## config.mk

```make
export PLATFORM = sky130hd
export DESIGN_NAME = breakpoint_envelope_generator
export DESIGN_NICKNAME = d
export VERILOG_FILES = /design/src/rtl/beg_pkg.sv /design/src/rtl/breakpoint_envelope_generator.sv /design/src/rtl/beg_ctrl.sv /design/src/rtl/beg_datapath.sv
export VERILOG_INCLUDE_DIRS = /design/src /design/src/rtl
export SDC_FILE = /design/constraint.sdc
export NUM_CORES = 2
export LEC_CHECK = 0
export ABC_CLOCK_PERIOD_IN_PS = 6900
export BUFFER_PORTS_ARGS = -buffer_cell sky130_fd_sc_hd__buf_2
export CAP_MARGIN = 20
export CORE_AREA = 2 2 261 263
export CTS_CLUSTER_DIAMETER = 50
export DETAILED_ROUTE_END_ITERATION = 8
export DIE_AREA = 0 0 263 265
export PLACE_DENSITY = 0.81
export SLEW_MARGIN = 20
export SYNTH_ARGS = -nofsm -noshare
export SYNTH_HDL_FRONTEND = slang
export SYNTH_SLANG_ARGS = --single-unit
```

## constraint.sdc

```tcl
create_clock -name clk -period 6.9 [get_ports clk]
set_input_delay 1.035 -clock clk [delete_from_list [all_inputs] [get_ports clk]]
set_output_delay 1.035 -clock clk [all_outputs]
set_load 0.005 [all_outputs]
```

## src/rtl/breakpoint_envelope_generator_assert.svh

```systemverilog
// assertion macros for the envelope generator
`ifndef BREAKPOINT_ENVELOPE_GENERATOR_ASSERT_SVH
`define BREAKPOINT_ENVELOPE_GENERATOR_ASSERT_SVH
`ifndef SYNTHESIS
`define BEG_ASSERT(lbl, clk, rst, prop) \
  lbl: assert property (@(posedge clk) disable iff (rst) prop) \
    else $error("envelope generator: property failed");
`define BEG_NEVER(lbl, clk, rst, cond) \
  lbl: assert property (@(posedge clk) disable iff (rst) !(cond)) \
    else $error("envelope generator: forbidden condition seen");
`else
`define BEG_ASSERT(lbl, clk, rst, prop)
`define BEG_NEVER(lbl, clk, rst, cond)
`endif
`endif

```

## src/rtl/beg_pkg.sv

```systemverilog
`timescale 1ns / 1ps

package beg_pkg;

  localparam int BP_SLOTS    = 4;
  localparam int BP_WIDTH    = 16;
  localparam int STAGE_W     = 2;
  localparam int CFG_INDEX_W = 2;
  localparam int CFG_DATA_W  = 64;
  localparam int DIV_BITS    = 2;
  localparam int DIV_STEPS   = 32 / DIV_BITS;
  localparam int DIV_CNT_W   = $clog2(DIV_STEPS);

  typedef enum logic [1:0] {
    MODE_RESTART     = 2'd0,
    MODE_IGNORE_BUSY = 2'd1,
    MODE_LOOP        = 2'd2,
    MODE_SINGLE      = 2'd3
  } mode_t;

  typedef enum logic [CFG_INDEX_W-1:0] {
    CFG_MODE         = 2'd0,
    CFG_RATE_SHIFT   = 2'd1,
    CFG_STAGE_TIMES  = 2'd2,
    CFG_STAGE_LEVELS = 2'd3
  } cfg_reg_t;

  typedef struct packed {
    logic start;
    logic scale;
    logic step;
    logic stop;
    logic prep;
    logic mul;
    logic take_l2;
    logic div_step;
    logic sum;
    logic emit;
  } cmd_t;

  typedef struct packed {
    logic running;
    logic walk_pass;
    logic last_stage;
    logic span_pos;
    logic out_free;
  } status_t;

  // one 16-bit breakpoint slot out of a packed register
  function automatic logic [BP_WIDTH-1:0] bp_field(logic [CFG_DATA_W-1:0] packed_val,
                                                   logic [STAGE_W-1:0] idx);
    logic [CFG_DATA_W-1:0] shifted;
    shifted = packed_val >> {idx, 4'b0000};
    return shifted[BP_WIDTH-1:0];
  endfunction

endpackage

```

## src/rtl/breakpoint_envelope_generator.sv

```systemverilog
`timescale 1ns / 1ps
// channel   signals                                   direction  transfer when
// tick      tick_valid, tick_stall, trigger           in         valid && !stall
// result    result_valid, result_stall, level,        out        valid && !stall
//           finished
// cfg       cfg_valid, cfg_ready, cfg_index, cfg_data in         valid && ready
//
// a stopped envelope goes straight to the output; a running one walks the stages
// (one breakpoint per cycle), then either runs out, takes the next level when the
// span is not positive, or interpolates with the 2-bit-per-cycle divider.
// rst is synchronous, active high; it clears configuration and envelope state.
// tick_stall stays high from a tick transfer until its result sits in the
// output register; a stalled result blocks only the next tick.

module breakpoint_envelope_generator #(
  parameter int STAGES = 4
) (
  input  logic                                clk,
  input  logic                                rst,
  // tick channel
  input  logic                                tick_valid,
  output logic                                tick_stall,
  input  logic                                trigger,
  // result channel
  output logic                                result_valid,
  input  logic                                result_stall,
  output logic signed [beg_pkg::BP_WIDTH-1:0] level,
  output logic                                finished,
  // configuration write channel
  input  logic                                cfg_valid,
  output logic                                cfg_ready,
  input  logic [beg_pkg::CFG_INDEX_W-1:0]     cfg_index,
  input  logic [beg_pkg::CFG_DATA_W-1:0]      cfg_data
);

  beg_pkg::cmd_t    cmd;
  beg_pkg::status_t status;

  // register writes never wait, so the port only holds off in reset
  assign cfg_ready = !rst;

  // sequencer: tick transfer, time scaling, stage walk, multiply, divide, output
  beg_ctrl u_ctrl (
    .clk        (clk),
    .rst        (rst),
    .tick_valid (tick_valid),
    .tick_stall (tick_stall),
    .status     (status),
    .cmd        (cmd)
  );

  // configuration registers, envelope state, interpolation and output register
  beg_datapath #(
    .STAGES (STAGES)
  ) u_datapath (
    .clk          (clk),
    .rst          (rst),
    .cfg_valid    (cfg_valid && cfg_ready),
    .cfg_index    (cfg_index),
    .cfg_data     (cfg_data),
    .trigger      (trigger),
    .cmd          (cmd),
    .status       (status),
    .result_stall (result_stall),
    .result_valid (result_valid),
    .level        (level),
    .finished     (finished)
  );

endmodule

```

## src/rtl/beg_ctrl.sv

```systemverilog
`timescale 1ns / 1ps

module beg_ctrl (
  input  logic             clk,
  input  logic             rst,
  input  logic             tick_valid,
  output logic             tick_stall,
  input  beg_pkg::status_t status,
  output beg_pkg::cmd_t    cmd
);

  localparam int CNT_W = beg_pkg::DIV_CNT_W;
  localparam logic [CNT_W-1:0] CNT_LAST = CNT_W'(beg_pkg::DIV_STEPS - 1);

  typedef enum logic [2:0] {
    S_IDLE,
    S_SCALE,
    S_WALK,
    S_PREP,
    S_MUL,
    S_DIV,
    S_SUM,
    S_OUT
  } state_t;

  state_t           state, state_next;
  logic [CNT_W-1:0] div_cnt, div_cnt_next;

  assign tick_stall = rst || (state != S_IDLE);

  always_comb begin
    state_next   = state;
    div_cnt_next = div_cnt;
    cmd          = '0;
    case (state)
      S_IDLE: begin
        if (tick_valid && !tick_stall) begin
          cmd.start  = 1'b1;
          state_next = S_SCALE;
        end
      end
      S_SCALE: begin
        if (status.running) begin
          cmd.scale  = 1'b1;
          state_next = S_WALK;
        end else begin
          state_next = S_OUT;
        end
      end
      S_WALK: begin
        if (status.walk_pass) begin
          if (status.last_stage) begin
            cmd.stop   = 1'b1;
            state_next = S_OUT;
          end else begin
            cmd.step = 1'b1;
          end
        end else begin
          state_next = S_PREP;
        end
      end
      S_PREP: begin
        cmd.prep   = 1'b1;
        state_next = S_MUL;
      end
      S_MUL: begin
        cmd.mul = 1'b1;
        if (status.span_pos) begin
          div_cnt_next = '0;
          state_next   = S_DIV;
        end else begin
          cmd.take_l2 = 1'b1;
          state_next  = S_OUT;
        end
      end
      S_DIV: begin
        cmd.div_step = 1'b1;
        div_cnt_next = div_cnt + 1'b1;
        if (div_cnt == CNT_LAST) begin
          div_cnt_next = '0;
          state_next   = S_SUM;
        end
      end
      S_SUM: begin
        cmd.sum    = 1'b1;
        state_next = S_OUT;
      end
      S_OUT: begin
        if (status.out_free) begin
          cmd.emit   = 1'b1;
          state_next = S_IDLE;
        end
      end
      default: state_next = S_IDLE;
    endcase
  end

  always_ff @(posedge clk) begin
    if (rst) begin
      state   <= S_IDLE;
      div_cnt <= '0;
    end else begin
      state   <= state_next;
      div_cnt <= div_cnt_next;
    end
  end

endmodule

```

## src/rtl/beg_datapath.sv

```systemverilog
`timescale 1ns / 1ps
`include "breakpoint_envelope_generator_assert.svh"

module beg_datapath #(
  parameter int STAGES = 4
) (
  input  logic                               clk,
  input  logic                               rst,
  input  logic                               cfg_valid,
  input  logic [beg_pkg::CFG_INDEX_W-1:0]    cfg_index,
  input  logic [beg_pkg::CFG_DATA_W-1:0]     cfg_data,
  input  logic                               trigger,
  input  beg_pkg::cmd_t                      cmd,
  output beg_pkg::status_t                   status,
  input  logic                               result_stall,
  output logic                               result_valid,
  output logic signed [beg_pkg::BP_WIDTH-1:0] level,
  output logic                               finished
);

  localparam int SW = beg_pkg::STAGE_W;
  localparam int BW = beg_pkg::BP_WIDTH;
  localparam int DW = beg_pkg::CFG_DATA_W;
  localparam logic [SW-1:0] LAST_STAGE = SW'(STAGES - 1);

  // configuration
  beg_pkg::mode_t     mode;
  logic signed [4:0]  rate_shift;
  logic [DW-1:0]      stage_times;
  logic [DW-1:0]      stage_levels;

  // envelope state
  logic               running;
  logic [31:0]        elapsed;
  logic [SW-1:0]      stage;
  logic signed [BW-1:0] held_level;
  logic               oneshot_done;
  logic               finished_r;

  // work registers
  logic [31:0]        t_reg;
  logic signed [BW:0] dt, dl, span;
  logic signed [BW-1:0] l1_r, l2_r;
  logic               neg;
  logic [BW:0]        rem;
  logic [31:0]        quo;

  logic               retrig;
  logic signed [4:0]  sh_cl;
  logic [3:0]         sh_amt;
  logic [45:0]        t_wide;
  logic [31:0]        t_sat;
  logic [SW-1:0]      stage_prev;
  logic [BW-1:0]      t1, t2;
  logic signed [BW-1:0] l1, l2;
  logic signed [2*BW+1:0] prod;
  logic [BW:0]        rem_nx;
  logic [31:0]        quo_nx;
  logic signed [34:0] q_signed, v_sum;
  logic signed [BW-1:0] v_sat;

  always_comb begin
    case (mode)
      beg_pkg::MODE_RESTART:     retrig = trigger;
      beg_pkg::MODE_IGNORE_BUSY: retrig = trigger && !running;
      beg_pkg::MODE_LOOP:        retrig = !running;
      default:                   retrig = trigger && !running && !oneshot_done;
    endcase
  end

  // scaled time, clamped shift, saturating at 32 bits
  always_comb begin
    if (rate_shift < -5'sd4) begin
      sh_cl = -5'sd4;
    end else if (rate_shift > 5'sd10) begin
      sh_cl = 5'sd10;
    end else begin
      sh_cl = rate_shift;
    end
    sh_amt = 4'(sh_cl + 5'sd4);
    t_wide = {14'b0, elapsed} << sh_amt;
    t_sat  = (|t_wide[45:32]) ? 32'hFFFF_FFFF : t_wide[31:0];
  end

  assign stage_prev = stage - 1'b1;
  assign t2 = beg_pkg::bp_field(stage_times, stage);
  assign l2 = signed'(beg_pkg::bp_field(stage_levels, stage));
  assign t1 = (stage != '0) ? beg_pkg::bp_field(stage_times, stage_prev) : '0;
  assign l1 = (stage != '0) ? signed'(beg_pkg::bp_field(stage_levels, stage_prev)) : '0;

  assign prod = dt * dl;

  // two restoring steps per cycle
  always_comb begin
    rem_nx = rem;
    quo_nx = quo;
    for (int i = 0; i < beg_pkg::DIV_BITS; i++) begin
      rem_nx = {rem_nx[BW-1:0], quo_nx[31]};
      quo_nx = {quo_nx[30:0], 1'b0};
      if (rem_nx >= unsigned'(span)) begin
        rem_nx    = rem_nx - unsigned'(span);
        quo_nx[0] = 1'b1;
      end
    end
  end

  always_comb begin
    q_signed = neg ? -signed'({3'b000, quo}) : signed'({3'b000, quo});
    v_sum    = 35'(l1_r) + q_signed;
    if (v_sum > 35'sd32767) begin
      v_sat = 16'sh7FFF;
    end else if (v_sum < -35'sd32768) begin
      v_sat = 16'sh8000;
    end else begin
      v_sat = v_sum[BW-1:0];
    end
  end

  assign status.running    = running;
  assign status.walk_pass  = t_reg >= {16'b0, t2};
  assign status.last_stage = (stage == LAST_STAGE);
  assign status.span_pos   = !span[BW] && (|span[BW-1:0]);
  assign status.out_free   = !result_valid || !result_stall;

  always_ff @(posedge clk) begin
    if (rst) begin
      mode         <= beg_pkg::MODE_RESTART;
      rate_shift   <= '0;
      stage_times  <= '0;
      stage_levels <= '0;
    end else if (cfg_valid) begin
      case (cfg_index)
        beg_pkg::CFG_MODE:         mode <= beg_pkg::mode_t'(cfg_data[1:0]);
        beg_pkg::CFG_RATE_SHIFT:   rate_shift <= signed'(cfg_data[4:0]);
        beg_pkg::CFG_STAGE_TIMES:  stage_times <= cfg_data;
        beg_pkg::CFG_STAGE_LEVELS: stage_levels <= cfg_data;
        default: ;
      endcase
    end
  end

  always_ff @(posedge clk) begin
    if (rst) begin
      running      <= 1'b0;
      elapsed      <= '0;
      stage        <= '0;
      held_level   <= '0;
      oneshot_done <= 1'b0;
      finished_r   <= 1'b0;
      result_valid <= 1'b0;
    end else begin
      if (cmd.start) begin
        finished_r <= 1'b0;
        if (retrig) begin
          running    <= 1'b1;
          elapsed    <= '0;
          stage      <= '0;
          held_level <= '0;
        end else if (running && elapsed != 32'hFFFF_FFFF) begin
          elapsed <= elapsed + 1'b1;
        end
      end
      if (cmd.step) begin
        stage <= stage + 1'b1;
      end
      if (cmd.stop) begin
        running      <= 1'b0;
        oneshot_done <= 1'b1;
        finished_r   <= 1'b1;
        stage        <= '0;
      end
      if (cmd.take_l2) begin
        held_level <= l2_r;
      end
      if (cmd.sum) begin
        held_level <= v_sat;
      end
      if (cmd.emit) begin
        result_valid <= 1'b1;
      end else if (!result_stall) begin
        result_valid <= 1'b0;
      end
    end
  end

  always_ff @(posedge clk) begin
    if (cmd.scale) begin
      t_reg <= t_sat;
    end
    if (cmd.prep) begin
      // walk stopped below t2, so t fits in 16 bits here
      dt   <= signed'({1'b0, t_reg[BW-1:0]}) - signed'({1'b0, t1});
      span <= signed'({1'b0, t2}) - signed'({1'b0, t1});
      dl   <= (BW+1)'(l2) - (BW+1)'(l1);
      l1_r <= l1;
      l2_r <= l2;
    end
    if (cmd.mul) begin
      neg <= prod[2*BW+1];
      quo <= prod[2*BW+1] ? 32'(-prod) : 32'(prod);
      rem <= '0;
    end
    if (cmd.div_step) begin
      rem <= rem_nx;
      quo <= quo_nx;
    end
    if (cmd.emit) begin
      level    <= held_level;
      finished <= finished_r;
    end
  end

  `BEG_ASSERT(a_stage_range, clk, rst, stage <= LAST_STAGE)
  `BEG_ASSERT(a_finish_stops, clk, rst, finished_r |-> !running)
  `BEG_ASSERT(a_finish_marks_oneshot, clk, rst, finished_r |-> oneshot_done)
  `BEG_NEVER(a_emit_when_blocked, clk, rst, cmd.emit && result_valid && result_stall)

endmodule
```

[Word level (Yosys, flattened, before mapping)]
Cells that the tools add are included.
Cells by class
  mux-type cells: 56
  div/mod/pow operators: 0
  bitwise logic cells: 0
  reduce and logical (&&, ||, !) cells: 41
  eq/ne operators: 21
  shifts and indexed selects: 5
  multipliers: 1
  $lt $le $gt $ge: 7
  $add $sub $neg: 13
Operators with widths (count)
  $shr 64x6->16: 4
  $mux 16: 12
  $mux 32: 5
  $sub 16x16->17: 3
  $shl 32x4->46: 1
  $add 16x35->35: 1
  $gt 35x16->1 const B: 1
  $lt 35x16->1 const B: 1
  $mux 35: 1
  $neg 32->35: 1
  $ge 17x17->1: 2
  $mul 17x17->34: 1
  $add 32x1->32 const B: 1
  $ge 32x16->1: 1
  $ne 32x32->1 const B: 1
  $neg 32->32: 1
  $sub 16x16->16: 2
  $pmux 3 s8: 1
  $mux 1: 18
  $mux 3: 6
  $reduce_and 2->1: 9
  $mux 4: 4
  $reduce_or 16->1: 1
  $mux 2: 7
  other kinds (27): 59
Storage, ports and cells
  output and inout bits: 20
  bits in latches: 0
  ROM bits: 0
  memory bits (writable): 0
  bits of input ports: 72
  register bits after elaboration: 377
  memories kept: 0
  logic and storage cells: 168

[Longest topological paths before layout]
  depth after elaboration: 9
  gate-level depth with buffers: 27
  depth with buffers taken out: 25

[Cells and area by module]
From an unflattened synthesis, not the netlist that was laid out.
Unflattened totals
  cell total of the unflattened synthesis: 4081
  area total of the unflattened synthesis: 36486.2 um2
Modules (own cells, without submodules)
  beg_datapath: times used 1, sequential area each 9218.8 um2, cells an instance 4014, area an instance 35989.5 um2
  beg_ctrl: times used 1, sequential area each 140.1 um2, cells an instance 65, area an instance 486.7 um2
  breakpoint_envelope_generator: times used 1, sequential area each 0.0 um2, cells an instance 2, area an instance 10.0 um2

[Worst setup path after synthesis]
OpenSTA, ideal clock, no wires.
  path type: register to register
  start: reg u_datapath.dl[10]
  end: reg u_datapath.quo[31] (data pin)
  buffers on the path: 3
  required time: 6.639 ns
  clock period less this slack: 7.203 ns
  setup slack: -0.303 ns
  cell stages (with the launch flop): 26
  library setup time: 0.261 ns
  arrival: 6.942 ns
  cells stage by stage: edfxtp_1 clkbuf_1 clkbuf_1 nand2_1 fa_1 inv_1 fa_1 inv_1 fa_1 inv_1 fa_1 fa_1 inv_1 fa_1 inv_1 ha_1 clkbuf_1 and4bb_1 a221o_2 a21o_1 or3_4 a2111oi_4 nand4_2 o41ai_1 xnor2_1 a21oi_1
On the way
  longest elaborated chain between the ends: 5
Ends and longest elaborated chain
  from (decl): line beg_datapath.sv:42  | logic signed [BW:0] dt, dl, span;
  from (signal assigned): line beg_datapath.sv:194  | dl <= (BW+1)'(l2) - (BW+1)'(l1);
  $mul 17x17->34 (*): line beg_datapath.sv:91  | assign prod = dt * dl;
  $neg 32->32: line beg_datapath.sv:200  | quo <= prod[2*BW+1] ? 32'(-prod) : 32'(prod);
  $mux 32 (*): line beg_datapath.sv:200
  $mux 32 (*): line beg_datapath.sv:198  | if (cmd.mul) begin
  $mux 32 (*): line beg_datapath.sv:203  | if (cmd.div_step) begin
  to (signal assigned): line beg_datapath.sv:200
  to (signal assigned): line beg_datapath.sv:205  | quo <= quo_nx;
  to (decl): line beg_datapath.sv:46  | logic [31:0] quo;
Mark *: on every way between the ends. The rest lies on a longest branch, timed or not. The select of a mux whose other input is x is not followed.
A chain may end at the register's enable or synchronous reset.

[Worst setup path in the final report]
  start: reg u_datapath.dt[8]
  end: reg u_datapath.quo[31] (data pin)
On the way
  longest elaborated chain between the ends: 5
Ends and longest elaborated chain
  from (decl): line beg_datapath.sv:42
  from (signal assigned): line beg_datapath.sv:192  | dt <= signed'({1'b0, t_reg[BW-1:0]}) - signed'({1'b0, t1});
  $mul 17x17->34 (*): line beg_datapath.sv:91
  $neg 32->32: line beg_datapath.sv:200
  $mux 32 (*): line beg_datapath.sv:200
  $mux 32 (*): line beg_datapath.sv:198
  $mux 32 (*): line beg_datapath.sv:203
Marked as above.

==> summary.md <==
| Metric | Value |
|---|---|
| Syn_nets | between 4k and 5k |
| Core Box Area | ~0.067 mm2 |
| Synth unique cells | 93 |
| CTS max path bufs | 3 |
| Clk sink count | ~380 |
| Biggest regs | u_datapath.stage_levels: 64 flops, u_datapath.stage_times: 64 flops |
| Max Cap Viol | 0 |
| Syn Area/Cell | about 9.0 um2 |
| Antenna viol nets, final | 0 |
| Flop-to-flop setup slack | -0.13 ns |
| Synth Register Bits | between 300 and 400 |
| Post-layout instance area | just over 0.04 mm2 |
| Critical Path RT | just over 7 ns |
| Top cell type's share of synthesized area | ~17% |
| Failing checks | setup timing |
| Reg2reg end | u_datapath.quo[31] |
| CTS root buf | clkbuf_16 |
| Startpoint types | register |
| Status | complete, but fails checks |
| Ports | 92 |
| Die ar. | 0.0697 mm2 |
| Num CTS Buffers | 45 |
| HP Start | u_datapath.held_level[14] |
| Clock transition at path regs | 0.06 ns |
| DIE HEIGHT | ~270 um |
| Slew @ Worst Pin | approximately 1.1 ns |
| Mapped cell area | approximately 0.036 mm2 |
| Starting Density | 53.7% |
| DR pass1 iterations | 6 |
| Reg2reg path depth | 24 |
| Hold Crit Depth | 0 |
| GRT overflow | 0 |
| Syn Inst Count | roughly 4k |
| Drt via density | ~6.0 |
| RSZ-0062 raised after global routing | yes |
| Layout cell share with drive strength beyond 1 | ~16% |
| Crit path max-delay family | adder cells |
| Hold_ws | ~0.44 ns |
| Mean routed wirelength per cell | between 15 and 20 um |
| EDFF count, synth | 181 |
| Slowest Stage Delay on Critical Path | approximately 0.54 ns |
| Setup-failing EPs final | 27 |
| CTS Hold Bufs | 0 |
| Final setup margin | -0.126 ns |
| Synth area leader | fa_1 |
| Final core occ | slightly above 60% |
| Row cnt | 95 |
| Number of global-route vias before repair | slightly above 30k |
| Via count | just over 30k |
| Largest cells by area after synthesis | fa_1 17%, edfxtp_1 15%, dfxtp_1 11% |
| Pins Over Slew Limit | 0 |
| RD Place Congestion | approximately 0.94 |
| DRC | 0 |
| Slew headroom | between 20% and 30% |
| Number of I/O port buffers | 91 |
| CTS tree | built |
| DP Area | approximately 0.039 mm2 |
| Placement Setup Slack | -0.359 ns |
| Fmax | between 0.1 and 0.15 GHz |
| Starting DRC count in detailed routing | about 2.9k |
| Count leader, synth | nand2_1 |
| Syn. warnings | 0 |
| DIE WIDTH | between 200 and 300 um |
| All-Layer GR Usage | 28.5% |
| Layout Skew | approximately 0.034 ns |
| Crit path buf inv count | 6 |
| Crit path max fanout | 3 |
| Min-Delay Path Class | register to register |
| Crit share post-route | 102% |
| Largest net degree at the start of global routing | 93 |
| Area grow syn2layout | 15.5% |
| Drt total wl | 101 mm |
| Critical-path top delay cell | fa_2 |
| Fin crit period | 7.03 ns |
| Final Hold Vio Count | 0 |
| Synth top cells by count | 598 x nand2_1, 448 x inv_1, 302 x fa_1 |
| CP arrival | between 7 and 8 ns |
| DP Wirelength | 77.3 mm |
| Worst path cell trace | buf_4 -> buf_6 -> and2_4 -> fa_1 -> inv_1 -> fa_2 -> fa_2 -> inv_2 -> fa_2 -> fa_1 -> inv_1 -> fa_1 -> inv_2 -> ha_4 -> and4_4 -> and4bb_1 -> a221o_2 -> a21o_1 -> or3_4 -> a2111oi_4 -> nand4_2 -> o41ai_2 -> xnor2_1 -> a21oi_1 |
| Ys flop type | dfxtp_1 |
| H-tree depth | 2 |
| Fin nets | between 4k and 5k |
| Initial antenna violation count | 2 |
| CP Class | register to register |
| Post-synthesis sequential area ratio | between 20% and 30% |
| FFs w/ async S/R, synth | 0% |
| Kind of end point of the critical path | register |
| FF-to-FF Start | u_datapath.dt[8] |
| Clock latency on the worst-skew pair | about 0.61 ns |
| Wire length of the first global-routing pass | 160 mm |
| Hold Path End | u_datapath.level[14] |
-- what timing repair did --
item                       4_1_cts  5_1_grt
pin swaps                       77       64
gates cloned                     3        0
setup endpoints to repair       31       32
resized for setup               96      114
buffers inserted                37       17
-- layout by cell type (no fill, tap or decap), types with 15 or more instances in the layout --
cell and instances:
a211o_1 23, xor2_1 73, a21o_1 61, nor4_1 22
ha_1 204, buf_6 26, edfxtp_1 181, a31oi_1 16
fa_1 287, o211ai_1 19, nand4_1 32, buf_2 90
and3_1 35, fa_2 15, or3_1 20, ha_4 15
nor3_1 42, buf_4 245, nand3_1 66, nand2b_1 37
clkbuf_16 49, nor2_1 224, mux4_2 49, o21ai_0 88
a211oi_1 39, inv_1 423, xnor2_1 118, inv_2 24
a21boi_0 16, dfxtp_1 195, and2_1 146, mux2i_1 114
a21oi_1 277, a221o_1 19, mux2_2 17, nand2_1 585
nor2b_1 35
-- worst max path at each step --
stage / start / to / slack, ns / depth (start not counted)
after floorplan: u_datapath.dt[16] / u_datapath.quo[19] / 0.002 / 24
after global routing: u_datapath.dl[7] / u_datapath.quo[31] / -0.35 / 25
after detailed placement: u_datapath.dl[7] / u_datapath.quo[23] / -0.36 / 23
after CTS: u_datapath.dl[7] / u_datapath.quo[24] / -0.10 / 27
after global placement: u_datapath.dl[7] / u_datapath.quo[25] / -0.25 / 23
final: u_datapath.dt[8] / u_datapath.quo[31] / -0.13 / 24
-- stage by stage --
step	TNS, ns	instances
2_1_floorplan	0	3992
3_3_place_gp	-2.16	4996
4_1_cts	-1.02	5120
5_1_grt	-8.71	5138
6_report	-1.88	5138
3_5_place_dp	-5.48	4997
-- per-layer routing --
layer	up-vias	share of wire (%)	track usage (%)
met1	14900	40	36.3
met2	1402	47	47.6
met5	-	0.013	0
met4	2	4.9	12.6
met3	322	8.0	5.25
li1	14100	-	-
-- worst reg2reg max path, stage by stage, from the launching register on --
cell and delay (ns):
edfxtp_1 0.42, buf_4 0.18, buf_6 0.11, and2_4 0.13
fa_1 0.53, inv_1 0.05, fa_2 0.54, fa_2 0.44
inv_2 0.07, fa_2 0.44, fa_1 0.51, inv_1 0.05
fa_1 0.49, inv_2 0.05, ha_4 0.21, and4_4 0.18
and4bb_1 0.20, a221o_2 0.40, a21o_1 0.22, or3_4 0.35
a2111oi_4 0.35, nand4_2 0.17, o41ai_2 0.38, xnor2_1 0.17
a21oi_1 0.09
-- logic make-up after synthesis --
logic type	after synthesis	share of synthesized area, %
DFF	377	26.1
AOI/OAI and AO/OA	732	13.2
buffers and inverters	632	6.75
adders and majority gates	525	24.6
xor gates and xnor gates	195	4.76
muxes	180	6.79
and+or+nand+nor	1351	17.8
-- layout make-up --
class                           instances  area, um2
Inverter                              448       1690
Fill cell                            5280      25400
Sequential cell                       377       9360
Timing Repair Buffer                  372       2780
Antenna cell                            1       2.50
Tap cell                              873       1090
Multi-Input combinational cell       2983      24900
Clock buffer                           58       1280
Clock inverter                         26        324
Power is left out: the tool's default activity adds up to more than one toggle a clock period on the data nets, which glitch-free logic cannot reach.
